**config.mk**
```make
export PLATFORM = sky130hd
export DESIGN_NAME = three_level_priority_fifo_core
export DESIGN_NICKNAME = d
export VERILOG_FILES = /design/src/tlpf_pkg.sv /design/src/tlpf_ctrl.sv /design/src/tlpf_dp.sv /design/src/three_level_priority_fifo_core.sv
export SDC_FILE = /design/constraint.sdc
export NUM_CORES = 1
export LEC_CHECK = 0
export ABC_AREA = 1
export BUFFER_PORTS_ARGS = -buffer_cell sky130_fd_sc_hd__buf_4
export CAP_MARGIN = 30
export CORE_UTILIZATION = 35
export CTS_CLUSTER_DIAMETER = 30
export DETAILED_ROUTE_END_ITERATION = 10
export HOLD_SLACK_MARGIN = 0.12
export PLACE_DENSITY_LB_ADDON = 0.1
export SETUP_SLACK_MARGIN = 0.2
export SYNTH_ARGS = -nofsm -noshare
export SYNTH_HDL_FRONTEND = slang
export SYNTH_SLANG_ARGS = --single-unit
```
**constraint.sdc**
```tcl
create_clock -name clk -period 6.15 [get_ports clk]
set_input_delay 0 -clock clk [delete_from_list [all_inputs] [get_ports clk]]
set_output_delay 0 -clock clk [all_outputs]
set_load 0.02 [all_outputs]
```
**src/tlpf_pkg.sv**
```systemverilog
`timescale 1ns / 1ps
package tlpf_pkg;

  localparam logic       ACT_ENQ = 1'b0;
  localparam logic       ACT_DEQ = 1'b1;

  localparam logic [1:0] ST_OK       = 2'd0;
  localparam logic [1:0] ST_OVERFLOW = 2'd1;
  localparam logic [1:0] ST_EMPTY    = 2'd2;
  localparam logic [1:0] ST_INVALID  = 2'd3;

  typedef enum logic [1:0] {
    S_IDLE,
    S_EXEC,
    S_OUT
  } state_t;

  typedef struct packed {
    logic load_in;
    logic exec;
    logic load_out;
  } cmd_t;

  typedef struct packed {
    logic out_busy;
  } stat_t;

endpackage

```
**src/tlpf_ctrl.sv**
```systemverilog
`timescale 1ns / 1ps
module tlpf_ctrl (
  input  logic           clk,
  input  logic           rst,
  input  logic           in_valid,
  output logic           in_ready,
  input  tlpf_pkg::stat_t stat,
  output tlpf_pkg::cmd_t  cmd
);

  tlpf_pkg::state_t state, state_next;

  always_ff @(posedge clk) begin
    if (rst) begin
      state <= tlpf_pkg::S_IDLE;
    end else begin
      state <= state_next;
    end
  end

  always_comb begin
    state_next   = state;
    in_ready     = 1'b0;
    cmd.load_in  = 1'b0;
    cmd.exec     = 1'b0;
    cmd.load_out = 1'b0;
    case (state)
      tlpf_pkg::S_IDLE: begin
        in_ready = 1'b1;
        if (in_valid) begin
          cmd.load_in = 1'b1;
          state_next  = tlpf_pkg::S_EXEC;
        end
      end
      tlpf_pkg::S_EXEC: begin
        cmd.exec   = 1'b1;
        state_next = tlpf_pkg::S_OUT;
      end
      tlpf_pkg::S_OUT: begin
        if (!stat.out_busy) begin
          cmd.load_out = 1'b1;
          state_next   = tlpf_pkg::S_IDLE;
        end
      end
      default: begin
        state_next = tlpf_pkg::S_IDLE;
      end
    endcase
  end

endmodule

```
**src/tlpf_dp.sv**
```systemverilog
`timescale 1ns / 1ps
module tlpf_dp #(
  parameter int QUEUE_DEPTH = 16,
  parameter int LEVELS      = 3
) (
  input  logic            clk,
  input  logic            rst,
  input  tlpf_pkg::cmd_t  cmd,
  output tlpf_pkg::stat_t stat,
  input  logic            action,
  input  logic [1:0]      priority_req,
  input  logic [7:0]      data_in,
  output logic            out_valid,
  input  logic            out_ready,
  output logic [7:0]      data_out,
  output logic [1:0]      status,
  output logic [1:0]      served_level
);

  localparam int IW = $clog2(QUEUE_DEPTH);
  localparam int CW = $clog2(QUEUE_DEPTH + 1);
  localparam int LW = $clog2(LEVELS);
  localparam int TOTAL = LEVELS * QUEUE_DEPTH;
  localparam int AW = $clog2(TOTAL);

  logic [7:0]    mem [TOTAL];
  logic [IW-1:0] head [LEVELS];
  logic [IW-1:0] tail [LEVELS];
  logic [CW-1:0] count [LEVELS];

  logic          act_r;
  logic [1:0]    prio_r;
  logic [7:0]    byte_r;

  logic [7:0]    rd_data;
  logic [1:0]    res_status;
  logic [1:0]    res_served;
  logic          res_from_mem;

  logic          lvl_ok;
  logic [LW-1:0] enq_q;
  logic          enq_full;
  logic          deq_found;
  logic [LW-1:0] deq_q;
  logic          do_enq;
  logic          do_deq;
  logic [IW-1:0] tail_sel;
  logic [IW-1:0] head_sel;
  logic [IW-1:0] tail_inc;
  logic [IW-1:0] head_inc;
  logic [AW-1:0] wr_addr;
  logic [AW-1:0] rd_addr;

  always_comb begin
    lvl_ok   = (prio_r != 2'd0) && (int'(prio_r) <= LEVELS);
    enq_q    = LW'(prio_r - 2'd1);
    enq_full = lvl_ok && (count[enq_q] == CW'(QUEUE_DEPTH));
    deq_found = 1'b0;
    deq_q     = '0;
    for (int i = LEVELS - 1; i >= 0; i--) begin
      if (count[i] != '0) begin
        deq_found = 1'b1;
        deq_q     = LW'(i);
      end
    end
    do_enq   = cmd.exec && (act_r == tlpf_pkg::ACT_ENQ) && lvl_ok && !enq_full;
    do_deq   = cmd.exec && (act_r == tlpf_pkg::ACT_DEQ) && deq_found;
    tail_sel = tail[enq_q];
    head_sel = head[deq_q];
    tail_inc = (tail_sel == IW'(QUEUE_DEPTH - 1)) ? '0 : tail_sel + 1'b1;
    head_inc = (head_sel == IW'(QUEUE_DEPTH - 1)) ? '0 : head_sel + 1'b1;
    wr_addr  = AW'(enq_q) * AW'(QUEUE_DEPTH) + AW'(tail_sel);
    rd_addr  = AW'(deq_q) * AW'(QUEUE_DEPTH) + AW'(head_sel);
  end

  always_ff @(posedge clk) begin
    if (cmd.load_in) begin
      act_r  <= action;
      prio_r <= priority_req;
      byte_r <= data_in;
    end
  end

  always_ff @(posedge clk) begin
    if (do_enq) begin
      mem[wr_addr] <= byte_r;
    end
    if (cmd.exec) begin
      rd_data <= mem[rd_addr];
    end
  end

  always_ff @(posedge clk) begin
    if (rst) begin
      for (int i = 0; i < LEVELS; i++) begin
        head[i]  <= '0;
        tail[i]  <= '0;
        count[i] <= '0;
      end
    end else begin
      if (do_enq) begin
        tail[enq_q]  <= tail_inc;
        count[enq_q] <= count[enq_q] + 1'b1;
      end
      if (do_deq) begin
        head[deq_q]  <= head_inc;
        count[deq_q] <= count[deq_q] - 1'b1;
      end
    end
  end

  always_ff @(posedge clk) begin
    if (cmd.exec) begin
      res_from_mem <= 1'b0;
      res_served   <= 2'd0;
      if (act_r == tlpf_pkg::ACT_ENQ) begin
        if (!lvl_ok) begin
          res_status <= tlpf_pkg::ST_INVALID;
        end else if (enq_full) begin
          res_status <= tlpf_pkg::ST_OVERFLOW;
        end else begin
          res_status <= tlpf_pkg::ST_OK;
        end
      end else if (deq_found) begin
        res_status   <= tlpf_pkg::ST_OK;
        res_served   <= 2'({1'b0, deq_q} + 1'b1);
        res_from_mem <= 1'b1;
      end else begin
        res_status <= tlpf_pkg::ST_EMPTY;
      end
    end
  end

  always_ff @(posedge clk) begin
    if (cmd.load_out) begin
      data_out     <= res_from_mem ? rd_data : 8'd0;
      status       <= res_status;
      served_level <= res_served;
    end
  end

  always_ff @(posedge clk) begin
    if (rst) begin
      out_valid <= 1'b0;
    end else if (cmd.load_out) begin
      out_valid <= 1'b1;
    end else if (out_ready) begin
      out_valid <= 1'b0;
    end
  end

  assign stat.out_busy = out_valid && !out_ready;

endmodule

```
**src/three_level_priority_fifo_core.sv**
```systemverilog
`timescale 1ns / 1ps
// Path from input transfer to result valid: queue update with registered
// memory read, then output load (held while the output register stalls).
// Controller sequence: a new item is taken only after the last result is
// loaded, also while that result still waits on the output register.
// Reset (rst, synchronous): all queues empty, output register empty.
module three_level_priority_fifo_core #(
  parameter int QUEUE_DEPTH = 16,
  parameter int LEVELS      = 3
) (
  input  logic       clk,
  input  logic       rst,
  input  logic       s_axis_tvalid,
  output logic       s_axis_tready,
  input  logic [7:0] s_axis_tdata,   // data_in
  input  logic [2:0] s_axis_tuser,   // action, priority_req[1:0]
  output logic       m_axis_tvalid,
  input  logic       m_axis_tready,
  output logic [7:0] m_axis_tdata,   // data_out
  output logic [3:0] m_axis_tuser    // status[1:0], served_level[1:0]
);

  tlpf_pkg::cmd_t  cmd;
  tlpf_pkg::stat_t stat;
  logic [1:0]      status;
  logic [1:0]      served_level;

  tlpf_ctrl u_ctrl (
    .clk      (clk),
    .rst      (rst),
    .in_valid (s_axis_tvalid),
    .in_ready (s_axis_tready),
    .stat     (stat),
    .cmd      (cmd)
  );

  tlpf_dp #(
    .QUEUE_DEPTH (QUEUE_DEPTH),
    .LEVELS      (LEVELS)
  ) u_dp (
    .clk          (clk),
    .rst          (rst),
    .cmd          (cmd),
    .stat         (stat),
    .action       (s_axis_tuser[0]),
    .priority_req (s_axis_tuser[2:1]),
    .data_in      (s_axis_tdata),
    .out_valid    (m_axis_tvalid),
    .out_ready    (m_axis_tready),
    .data_out     (m_axis_tdata),
    .status       (status),
    .served_level (served_level)
  );

  assign m_axis_tuser = {served_level, status};

endmodule
```
**Word level (Yosys, flattened, before mapping)**

Memories as Yosys holds them, arrays and structs flattened. A register that Yosys moved wholly into a read port is not among the register bits.
Index checks and enable logic that the tools add are counted.

- Bitwise operators: 1
- Div/mod/pow operators: 0
- $lt $le $gt $ge: 0
- Eq/ne operators: 7
- Shift-type cells: 0
- Multiply operators: 0
- Muxes and demuxes: 45
- Reductions and logical operators: 21
- $add $sub $neg: 8

Operators by type and width:

| cell | count |
|---|---|
| $mux W1 | 26 |
| $mux W2 | 12 |
| $mux W4 | 4 |
| $reduce_bool A5 Y1 | 3 |
| $add A6 B4 Y6 | 2 |
| $mux W5 | 2 |
| $reduce_or A5 Y1 | 2 |
| $add A4 B1 Y4 const B | 2 |
| $eq A4 B4 Y1 const B | 2 |
| $reduce_or A4 Y1 | 2 |
| $logic_and A1 B1 Y1 | 7 |
| $pmux W2 S3 | 1 |
| $add A5 B1 Y5 const B | 1 |
| $eq A5 B5 Y1 const B | 1 |
| $sub A5 B1 Y5 const B | 1 |
| $ne A2 B2 Y1 const B | 2 |
| $reduce_and A2 Y1 | 2 |
| $reduce_bool A2 Y1 | 2 |
| $add A2 B1 Y2 const B | 1 |
| $eq A2 B1 Y1 const B | 1 |
| $eq A2 B2 Y1 const B | 1 |
| $logic_not A1 Y1 | 2 |
| $logic_not A2 Y1 | 1 |
| $sub A2 B1 Y2 const B | 1 |
| $not A1 Y1 | 1 |

- Bits in registers: 31
- Output and inout port bits: 14
- Bits in writable memories: 423
- Bits in latches: 0
- Memories: 4
- Memory bits (read-only): 0

Memories:

| memory | words | width | rd ports | clocked after Yosys merged registers in | write ports | RTL line | source |
|---|---|---|---|---|---|---|---|
| u_dp.mem | 48 | 8 | 1 | 1 | 1 | tlpf_dp.sv:26 | `logic [7:0] mem [TOTAL];` |
| u_dp.count | 3 | 5 | 5 | 0 | 3 | tlpf_dp.sv:29 | `logic [CW-1:0] count [LEVELS];` |
| u_dp.head | 3 | 4 | 1 | 0 | 3 | tlpf_dp.sv:27 | `logic [IW-1:0] head [LEVELS];` |
| u_dp.tail | 3 | 4 | 1 | 0 | 3 | tlpf_dp.sv:28 | `logic [IW-1:0] tail [LEVELS];` |

**Depth between registers and ports, before layout**

Gate-level depths: netlist of the first run.
An unclocked memory read counts as a cell.

- Depth after elaboration: 12
- Mapped depth: 17
- Mapped depth without buffers: 15

**Hierarchy**

A second synthesis of the first run with hierarchy kept.

- Cell total of the unflattened synthesis: 2,092
- Area total of the unflattened synthesis: 21,411.8 µm²

Modules (own cells, without submodules):

| module | area an instance (µm²) | cells each | instances |
|---|---|---|---|
| tlpf_dp | 21,305.4 | 2,077 | 1 |
| tlpf_ctrl | 106.4 | 15 | 1 |

**Least setup slack after synthesis of the first run**

OpenSTA, ideal clock, no wires.

- Kind: register to register
- From: reg u_dp.prio_r[0]
- To: mem u_dp.count[3][0] in the netlist's numbering (enable)
- Period minus slack after synthesis: 3.332 ns
- Path slack: 2.818 ns
- Data required time: 5.775 ns
- Library setup time: 0.375 ns
- Cell stages (with the launch flop): 16
- Path buffers: 2
- Arrival time: 2.957 ns
- Cells stage by stage: edfxtp_1 > clkinv_1 > buf_2 > ha_1 > inv_1 > buf_2 > a21oi_1 > a32oi_1 > inv_1 > ha_1 > nand3_1 > nand2_1 > nor2_1 > inv_1 > nand2_1 > nor3b_1

RTL lines:

| item | RTL line | source |
|---|---|---|
| from (decl) | tlpf_dp.sv:32 | `logic [1:0] prio_r;` |
| from (signal assigned) | tlpf_dp.sv:79 | `prio_r <= priority_req;` |
| to (decl) | tlpf_dp.sv:29 |  |

**Final worst setup path of the first run**

- From: reg u_dp.prio_r[0]
- To: mem u_dp.mem[17][4] (enable)

- Word-level cells in the longest chain between the ends: 8
- Elaborated cells between the ends (all ways): 12
- Classes of those cells: add/sub (2); eq/ne (1); mux (2); reduce/logical (5); memory (2)

Ends and longest elaborated chain:

| item | RTL line | source |
|---|---|---|
| $sub A2 B1 Y2 | tlpf_dp.sv:56 | `enq_q = LW'(prio_r - 2'd1);` |
| $mem_v2 Z3 W5 | -- |  |
| $eq A5 B5 Y1 | tlpf_dp.sv:57 | `enq_full = lvl_ok && (count[enq_q] == CW'(QUEUE_DEPTH));` |
| $logic_and A1 B1 Y1 | tlpf_dp.sv:57 |  |
| $logic_not A1 Y1 | tlpf_dp.sv:66 | `do_enq = cmd.exec && (act_r == tlpf_pkg::ACT_ENQ) && lvl_ok && !enq_full;` |
| $logic_and A1 B1 Y1 | tlpf_dp.sv:66 |  |
| $mux W1 | tlpf_dp.sv:85 | `if (do_enq) begin` |
| $mux W1 (not written as such) | tlpf_dp.sv:86 | `mem[wr_addr] <= byte_r;` |
| to (decl) | tlpf_dp.sv:26 |  |

Several ways; a longest one is shown, not always the timed one.

==> out/results.tsv, run 1 <==
metric	value	unit
final max-slew violation count	0	
EDFF count, synth	469	
Syn. warnings	0	
final core occ	44.21	%
worst hold path depth	4	
Net count, final	2226	
vias in the first global route	15380	
status	complete, no violations	
CP max stage delay	830	ps
core area	0.06025	mm^2
clock slew at reported path FFs	40	ps
io pins	29	
fin area	0.02664	mm^2
Unique masters post-synth	41	
Worst Tran Pin Value	1006	ps
Clock Path Buffers	3	
Synth Register Bits	472	
CTS buffer count	119	
clk_lat worst skew	670	ps
crit path kind	register to register	
CTS tree	done	
Synth Cell Area	0.02130	mm^2
post-DP HPWL	36500	um
CTS sink cnt	472	
Synth Flop Type	edfxtp_1	
worst slack, placed	1390	ps
worst setup margin	1324	ps
WP data required	6420	ps
post-route ant nets	0	
Cells after DPL	2835	
P_leak	11.26	nW
endpoints failing setup	0	
non-filler cells, final	3086	
Die H	248.7	um
Hold Path Origin	s_axis_tvalid	
CP max-delay cell	nor2_1	
critical path, cell by cell	buf_4, clkinv_1, ha_1, inv_1, a21oi_1, a32oi_1, inv_1, ha_1, nand3_1, nand2_1, nor2_1, nand3_1, nor2_1	
Tot GR Track Use	20.40	%
initial DRC count	1276	
DRC Markers	0	
Die Width	248.7	um
WHS Endpoint	u_ctrl.state[0]	
Layout Skew	22.09	ps
RR Endpoint	u_dp.mem[17][4]	
hold crit path type	input port to register	
R2R Setup Slk	1320	ps
total number of vias	14980	
Rows	90	
area post-placement	0.02227	mm^2
global-route wire length before repair	94200	um
Vias per Instance	4.855	
Max IR drop VDD	223.5	uV
Hold Fails Final Rpt	0	
Critical Path AT	5100	ps
f_max	207.2	MHz
initial antenna violation count	1	
grt ovf	0	
final setup TNS	0	ps
Initial DRT Pass Iterations	5	
htree depth	3	
Power Density	395.3	mW/mm^2
relative slew slack	32.82	%
post-cts sizing count	0	
minimum clock period	4826	ps
Mapped Cells	2093	
critical path's top delay family	simple AND/OR/NAND/NOR gates	
RSZ-0062 raised after global routing	false	
CP Buf/Inv Count	4	
share of cells above drive strength 1	12.54	%
register area share after synthesis	66.42	%
die area	0.06183	mm^2
final worst-path cycle share	78.47	%
Crit Path Max Fanout	22	
hold_ws	244.8	ps
DR WL/cell	20.16	um
GPL Wtd Cong	0.8651	
worst reg2reg path depth	13	
async set-or-reset flop fraction in the synthesized netlist	0	%
r2r startpoint	u_dp.prio_r[0]	
Root Driver	clkbuf_16	
Tot Pwr	10.53	mW
Layout area overhead	25.08	%
largest net degree at the start of global routing	126	
CP Capture Type	register	
number of port buffers	28	
Synth Area per Inst	10.17	um^2
Max-Cap Viols	0	
Initial Util	35.35	%
Startpoint Class	register	
number of antenna diodes	0	
synthesized net count	2118	
WL final	62210	um
final cells by class:
cell class	instances	area (um^2)
fill	5703	33610
sequential	472	14140
multi-input combinational	1096	5114
clock buffer	126	3004
inverter	432	1622
clock inverter	98	1090
tap	782	978.4
timing repair buffer	80	684.4
cell usage after synthesis, types with 4 or more instances:
cell type | count | share of area [%]
nor3_1 | 4 | 0.094
nor2_1 | 114 | 2.0
inv_1 | 425 | 7.5
a21oi_1 | 13 | 0.31
buf_4 | 11 | 0.39
or2_2 | 6 | 0.18
nand2_2 | 4 | 0.12
inv_2 | 5 | 0.088
nand3b_1 | 17 | 0.60
buf_2 | 51 | 1.2
a32oi_1 | 4 | 0.16
ha_1 | 10 | 0.59
clkbuf_1 | 21 | 0.37
nand3_1 | 454 | 11
nand3_2 | 4 | 0.19
nand2_1 | 429 | 7.6
edfxtp_1 | 469 | 66
buf_1 | 7 | 0.12
o21ai_0 | 13 | 0.31
worst min-delay path: cells and delay by family:
| kind | cells | cell delay (ps) |
|---|---|---|
| and+or+nand+nor | 1 | 60 |
| buffers and inverters | 3 | 780 |
power breakdown:
| part | leakage [nW] | switching, mW | internal (mW) |
|---|---|---|---|
| sequential | 4.31 | 0.0147 | 3.59 |
| combinational | 5.00 | 0.525 | 0.177 |
| clock | 1.95 | 2.03 | 4.18 |
| total | 11.3 | 2.57 | 7.95 |
routing by layer:
metal	wire [um]	GRT usage [%]	vias to the layer above	share of wire [%]
met1	27090	26.72	7285	44
li1	-	-	7139	-
met5	0	0	-	0
met2	30010	33.52	439	48
met4	1923	8.199	0	3.1
met3	3193	3.611	119	5.1
logic make-up after synthesis:
family | Yosys count | share of synthesized area [%]
AND/OR/NAND/NOR | 1042 | 21.84
adder cells (fa/ha/maj) | 10 | 0.5875
buffers and inverters | 525 | 9.853
flip-flops | 472 | 66.42
other | 1 | 0.01761
XOR/XNOR | 2 | 0.08227
AO/OA/AOI/OAI | 41 | 1.204
state kept, by name, indices dropped and copies added, names as in the netlist, 8 cells and up:
register / cells
u_dp.mem: 384
u_dp.rd_data: 8
u_dp.data_out: 8
u_dp.tail: 16
u_dp.count: 20
u_dp.byte_r: 8
u_dp.head: 13
cells in the final DEF, fill, tap and decap left out, types with 7 or more instances in the layout:
cell type / n
nor2_1: 114
o21ai_0: 13
clkinv_1: 13
edfxtp_1: 469
clkinv_4: 20
a21oi_1: 13
nand2_1: 429
clkinvlp_4: 19
bufinv_16: 15
ha_1: 10
dlygate4sd3_1: 27
inv_1: 425
clkbuf_1: 7
clkinv_2: 23
nand3_1: 453
buf_4: 51
nand3b_1: 17
clkbuf_16: 119
worst max-delay path by stage:
stage | from | to | slack, ps | cells after the start
after floorplan | u_dp.prio_r[0] | u_dp.count[3][0] | 2820 | 15
after global placement | u_dp.prio_r[0] | u_dp.mem[40][1] | 1460 | 13
after detailed placement | u_dp.prio_r[0] | u_dp.mem[32][2] | 1390 | 13
after CTS | u_dp.prio_r[0] | u_dp.mem[8][6] | 1390 | 13
after global routing | u_dp.prio_r[0] | u_dp.mem[32][7] | 950 | 13
final | u_dp.prio_r[0] | u_dp.mem[17][4] | 1320 | 13
repair_timing:
item | 4_1_cts | 5_1_grt
setup buffers | 0 | 0
setup endpoints to repair | 0 | 0
hold buffers | 27 | 0
hold endpoints to repair | 93 | 0
Note: power is estimated with default switching activity, not from simulation.
==> inputs of run 2 (changes only) <==
==> constraint.sdc (replaced) <==
create_clock -name clk -period 4 [get_ports clk]
set_input_delay 0 -clock clk [delete_from_list [all_inputs] [get_ports clk]]
set_output_delay 0 -clock clk [all_outputs]
set_load 0.02 [all_outputs]
==> out/results.tsv, run 2 (same netlist as run 1, synthesis figures left out) <==
metric	value	unit	change
most common cell after layout, fill and taps aside	edfxtp_1		
share of cells above drive strength 1	13.81	%	+1.3 points
Rows	90		unchanged
CP Capture Type	register		
largest net degree at the start of global routing	99		-21%
Setup crit start	u_dp.count[2][0]		
P_leak	11.63	nW	+3.3%
number of antenna diodes	0		unchanged
hold_ws	156.2	ps	-88.63 ps
Clock Path Buffers	3		unchanged
status	complete, no violations		
CP max stage delay	770	ps	-60 ps
number of port buffers	28		unchanged
WP data required	4380	ps	-2040 ps
initial antenna violation count	0		-1
vias in the first global route	15280		-0.64%
Die Width	248.7	um	unchanged
worst setup margin	452.2	ps	-872.0 ps
worst slack, placed	281.2	ps	-1109 ps
post-DP HPWL	39360	um	+7.8%
commonest non-fill, non-tap cells in the layout	edfxtp_1 (469), nand3_1 (453), nand2_1 (429)		
total number of vias	15120		+0.95%
WL final	64050	um	+3.0%
relative slew slack	38.78	%	+6.0 points
area post-placement	0.02287	mm^2	+2.7%
Initial Util	35.35	%	unchanged
Startpoint Class	register		
io pins	29		unchanged
r2r startpoint	u_dp.count[2][0]		
DR WL/cell	20.43	um	+1.3%
Crit Path Max Fanout	13		-41%
Critical Path AT	3920	ps	-1180 ps
final setup TNS	0	ps	unchanged
f_max	281.9	MHz	+36%
Layout area overhead	27.88	%	
global-route wire length before repair	96320	um	+2.3%
Max IR drop VDD	353.2	uV	+58%
Hold Fails Final Rpt	0		unchanged
Cells after DPL	2893		+2.0%
initial DRC count	1239		-2.9%
crit path to	u_dp.count[0][2]		
Die H	248.7	um	unchanged
RSZ-0062 raised after global routing	false		
grt ovf	0		unchanged
die area	0.06183	mm^2	unchanged
final worst-path cycle share	88.70	%	+10 points
Vias per Instance	4.824		-0.63%
crit path kind	register to register		
DRC Markers	0		unchanged
Net count, final	2281		+2.5%
endpoints failing setup	0		unchanged
post-CTS setup buffer count	0		unchanged
clk_lat worst skew	660	ps	about the same
non-filler cells, final	3135		+1.6%
GPL Wtd Cong	0.8427		-2.6%
Power Density	601.8	mW/mm^2	+52%
Largest register FFs	384		unchanged
Max-Cap Viols	0		unchanged
RR Endpoint	u_dp.count[0][2]		
Tot GR Track Use	21.06	%	+0.66 points
Root Driver	clkbuf_16		
post-route ant nets	0		unchanged
Layout Skew	28.61	ps	+6.521 ps
critical path, cell by cell	nor2_1, nand3_2, o21ai_2, inv_2, o21ai_0, ha_1, or2_2, nand2_1, o21ai_0, nor2_1		
Worst Tran Pin Value	918.1	ps	-88.14 ps
clock slew at reported path FFs	40	ps	about the same
CTS sink cnt	472		unchanged
worst reg2reg path depth	10		-3
Top Registers	u_dp.mem: 384 flops, u_dp.count: 20 flops, u_dp.tail: 16 flops		
Initial DRT Pass Iterations	5		unchanged
largest reg by FF count	u_dp.mem		
minimum clock period	3548	ps	-1278 ps
CTS tree	done		
core area	0.06025	mm^2	unchanged
fin area	0.02723	mm^2	+2.2%
R2R Setup Slk	450	ps	-870 ps
CTS buffer count	115		-3.4%
htree depth	3		unchanged
CP max-delay cell	o21ai_2		
hold crit path type	input port to register		
final max-slew violation count	0		unchanged
==> run 2: how the worst min path moves through the flow <==
stage,cells after the start,from,to
floorplan,1,rst,u_ctrl.state[1]
global placement,1,s_axis_tdata[0],u_dp.byte_r[0]
detailed placement,1,s_axis_tdata[0],u_dp.byte_r[0]
CTS,4,s_axis_tvalid,u_ctrl.state[0]
global route,4,s_axis_tvalid,u_ctrl.state[0]
finish,4,s_axis_tvalid,u_ctrl.state[0]
==> run 2: layout make-up <==
cell class	count	area (um^2)
Clock buffer	132	2942
Clock inverter	82	1134
Fill cell	5709	33010
Inverter	432	1622
Multi-Input combinational cell	1097	5130
Sequential cell	472	14140
Tap cell	782	978.4
Timing Repair Buffer	138	1284
==> run 2: timing repair <==
item	CTS	global route
resized for setup	0	1
hold buffers	27	0
setup endpoints to repair	0	12
hold endpoints to repair	85	0
==> run 2: worst max-delay path: cells and delay by family, from the launching register on <==
| family | cells | cell delay [ps] |
|---|---|---|
| adder cells (fa/ha/maj) | 1 | 250 |
| AND/OR/NAND/NOR | 5 | 680 |
| flip-flops | 1 | 450 |
| buffers and inverters | 1 | 70 |
| AO/OA/AOI/OAI | 3 | 1800 |
==> run 2: metal layers <==
layer / wire length, um / global-route usage, %
met1: 29280 / 28.36
met2: 29560 / 33.60
met3: 3083 / 3.915
met4: 2125 / 8.358
met5: 0 / 0
==> run 2: power by group <==
group	switching, mW	total [mW]	internal (mW)
sequential	0.0370	5.57	5.53
combinational	0.801	1.11	0.310
clock	2.89	9.71	6.82
total	3.73	16.4	12.7
==> run 2: metrics by stage <==
step                utilization (%)  power [mW]
floorplan                         -       6.282
global placement              37.72       6.728
detailed placement            37.96       6.744
CTS                           45.18       16.51
global route                  45.20       16.88
finish                        45.20       16.39
==> inputs of run 3 (changes only) <==
--- a/config.mk
+++ b/config.mk
@@ -8,7 +8,7 @@
 export ABC_AREA = 1
 export BUFFER_PORTS_ARGS = -buffer_cell sky130_fd_sc_hd__buf_4
 export CAP_MARGIN = 30
-export CORE_UTILIZATION = 35
+export CORE_UTILIZATION = 55
 export CTS_CLUSTER_DIAMETER = 30
 export DETAILED_ROUTE_END_ITERATION = 10
 export HOLD_SLACK_MARGIN = 0.12
==> out/results.tsv, run 3 (same netlist as run 1, synthesis figures left out) <==
metric	value	unit	change
minimum clock period	3590	ps	+41.87 ps
clock slew at reported path FFs	50	ps	about the same
total number of vias	15060		-0.44%
Die H	198.8	um	-20%
P_leak	11.06	nW	-4.9%
Layout Skew	24.29	ps	-4.317 ps
final setup TNS	0	ps	unchanged
CTS buffer count	95		-17%
CP Capture Type	register		
Root Driver	clkbuf_16		
initial DRC count	1258		+1.5%
CTS sink cnt	472		unchanged
WHS Endpoint	u_dp.act_r		
largest net degree at the start of global routing	99		unchanged
Die Width	198.8	um	-20%
WL final	54420	um	-15%
Levels on crit path	12		+2
Hold Path Origin	s_axis_tuser[0]		
Worst path most repeated cell	inv_1		
Worst Tran Pin Value	838.0	ps	-80.13 ps
CP max stage delay	730	ps	-40 ps
Fill cells	2893		-49%
fin area	0.02577	mm^2	-5.4%
final worst-path cycle share	89.74	%	+1.0 points
post-route ant nets	0		unchanged
Hold Fails Final Rpt	0		unchanged
GPL Wtd Cong	0.9408		+12%
Tot GR Track Use	28.61	%	+7.6 points
Crit Path Max Fanout	8		-5
CTS tree	done		
hold crit path type	input port to register		
Register Area	0.01414	mm^2	unchanged
Initial DRT Pass Iterations	5		unchanged
worst hold path depth	2		-2
Top Registers	u_dp.mem: 384 flops, u_dp.count: 20 flops, u_dp.tail: 16 flops		
post-CTS setup buffer count	0		unchanged
number of antenna diodes	0		unchanged
grt ovf	0		unchanged
critical path, cell by cell	inv_1, ha_1, inv_1, a21oi_1, a32oi_1, inv_1, ha_1, nand3_1, nand2_1, nor2_1, nand3_1, nor2_1		
htree depth	3		unchanged
commonest non-fill, non-tap cells in the layout	edfxtp_1 (469), nand3_1 (453), nand2_1 (429)		
number of port buffers	28		unchanged
endpoints failing setup	0		unchanged
Tot Pwr	14.56	mW	-11%
DR WL/cell	19.49	um	-4.6%
relative slew slack	43.93	%	+5.1 points
global-route wire length before repair	83230	um	-14%
area post-placement	0.02220	mm^2	-3.0%
core area	0.03784	mm^2	-37%
RR Endpoint	u_dp.mem[17][2]		
hold_ws	141.5	ps	-14.63 ps
area of the multi-input gates	0.005114	mm^2	-0.32%
critical path's top delay family	simple AND/OR/NAND/NOR gates		
CP Buf/Inv Count	3		+2
RSZ-0062 raised after global routing	true		
Initial Util	56.27	%	+21 points
Vias per Instance	5.393		+12%
clk_lat worst skew	610	ps	-50 ps
Max IR drop VDD	373.9	uV	+5.8%
Power Density	565.0	mW/mm^2	-6.1%
initial antenna violation count	0		unchanged
Rows	71		-21%
largest reg by FF count	u_dp.mem		
DRC Markers	0		unchanged
Critical Path AT	3820	ps	-100 ps
Clock Path Buffers	3		unchanged
Largest register FFs	384		unchanged
die area	0.03951	mm^2	-36%
CP max-delay cell	nor2_1		
crit path kind	register to register		
worst reg2reg path depth	12		+2
most common cell after layout, fill and taps aside	edfxtp_1		
f_max	278.6	MHz	-1.2%
Layout area overhead	21.02	%	
final max-slew violation count	0		unchanged
WP data required	4230	ps	-150 ps
vias in the first global route	14990		-1.9%
io pins	29		unchanged
post-DP HPWL	32190	um	-18%
Net count, final	2226		-2.4%
status	complete, no violations		
R2R Setup Slk	410	ps	-40 ps
share of cells above drive strength 1	11.57	%	-2.2 points
Max-Cap Viols	0		unchanged
r2r startpoint	u_dp.prio_r[1]		
Startpoint Class	register		
==> run 3: worst max-delay path by stage <==
stage	start	to	slack, ps
2_1_floorplan	u_dp.prio_r[0]	u_dp.count[3][0]	670
3_3_place_gp	u_dp.count[0][0]	u_dp.rd_data[2]	390
3_5_place_dp	u_dp.count[0][3]	u_dp.rd_data[2]	350
4_1_cts	u_dp.count[0][3]	u_dp.rd_data[2]	360
5_1_grt	u_dp.prio_r[1]	u_dp.mem[9][3]	180
6_report	u_dp.prio_r[1]	u_dp.mem[17][2]	410
==> run 3: layout make-up <==
type,instances,area share (%)
clock buffers,108,9.744
clock inverters,69,2.942
inverters,432,6.292
multi-input cells,1096,19.84
flip-flops and latches,472,54.88
well taps,511,2.481
repair buffers,104,3.821
==> run 3: layer usage <==
metal / up-vias / part of all wire (%) / global-route usage (%)
met3: 105 / 8.1 / 4.900
met1: 7219 / 40 / 37.36
li1: 7109 / - / -
met4: 0 / 3.4 / 12.48
met2: 625 / 48 / 47.20
met5: - / 0 / 0
==> run 3: repair_timing <==
item                                    4_1_cts  5_1_grt
endpoints found under the hold margin        60        0
endpoints found under the setup margin        0       26
gates resized for setup                       0        1
hold buffers                                 25        0
==> run 3: power breakdown <==
| group | switching [mW] | internal (mW) |
|---|---|---|
| Sequential | 0.0303 | 5.52 |
| Combinational | 0.745 | 0.298 |
| Clock | 2.62 | 5.35 |
==> run 3: through the flow <==
stage	setup WS, ps	cells	util (%)
global placement	389.5	2585	58.50
CTS	357.6	2789	67.95
finish	410.3	2792	68.10
detailed placement	352.6	2587	58.65
floorplan	667.8	2093	-
global route	183.8	2792	68.10
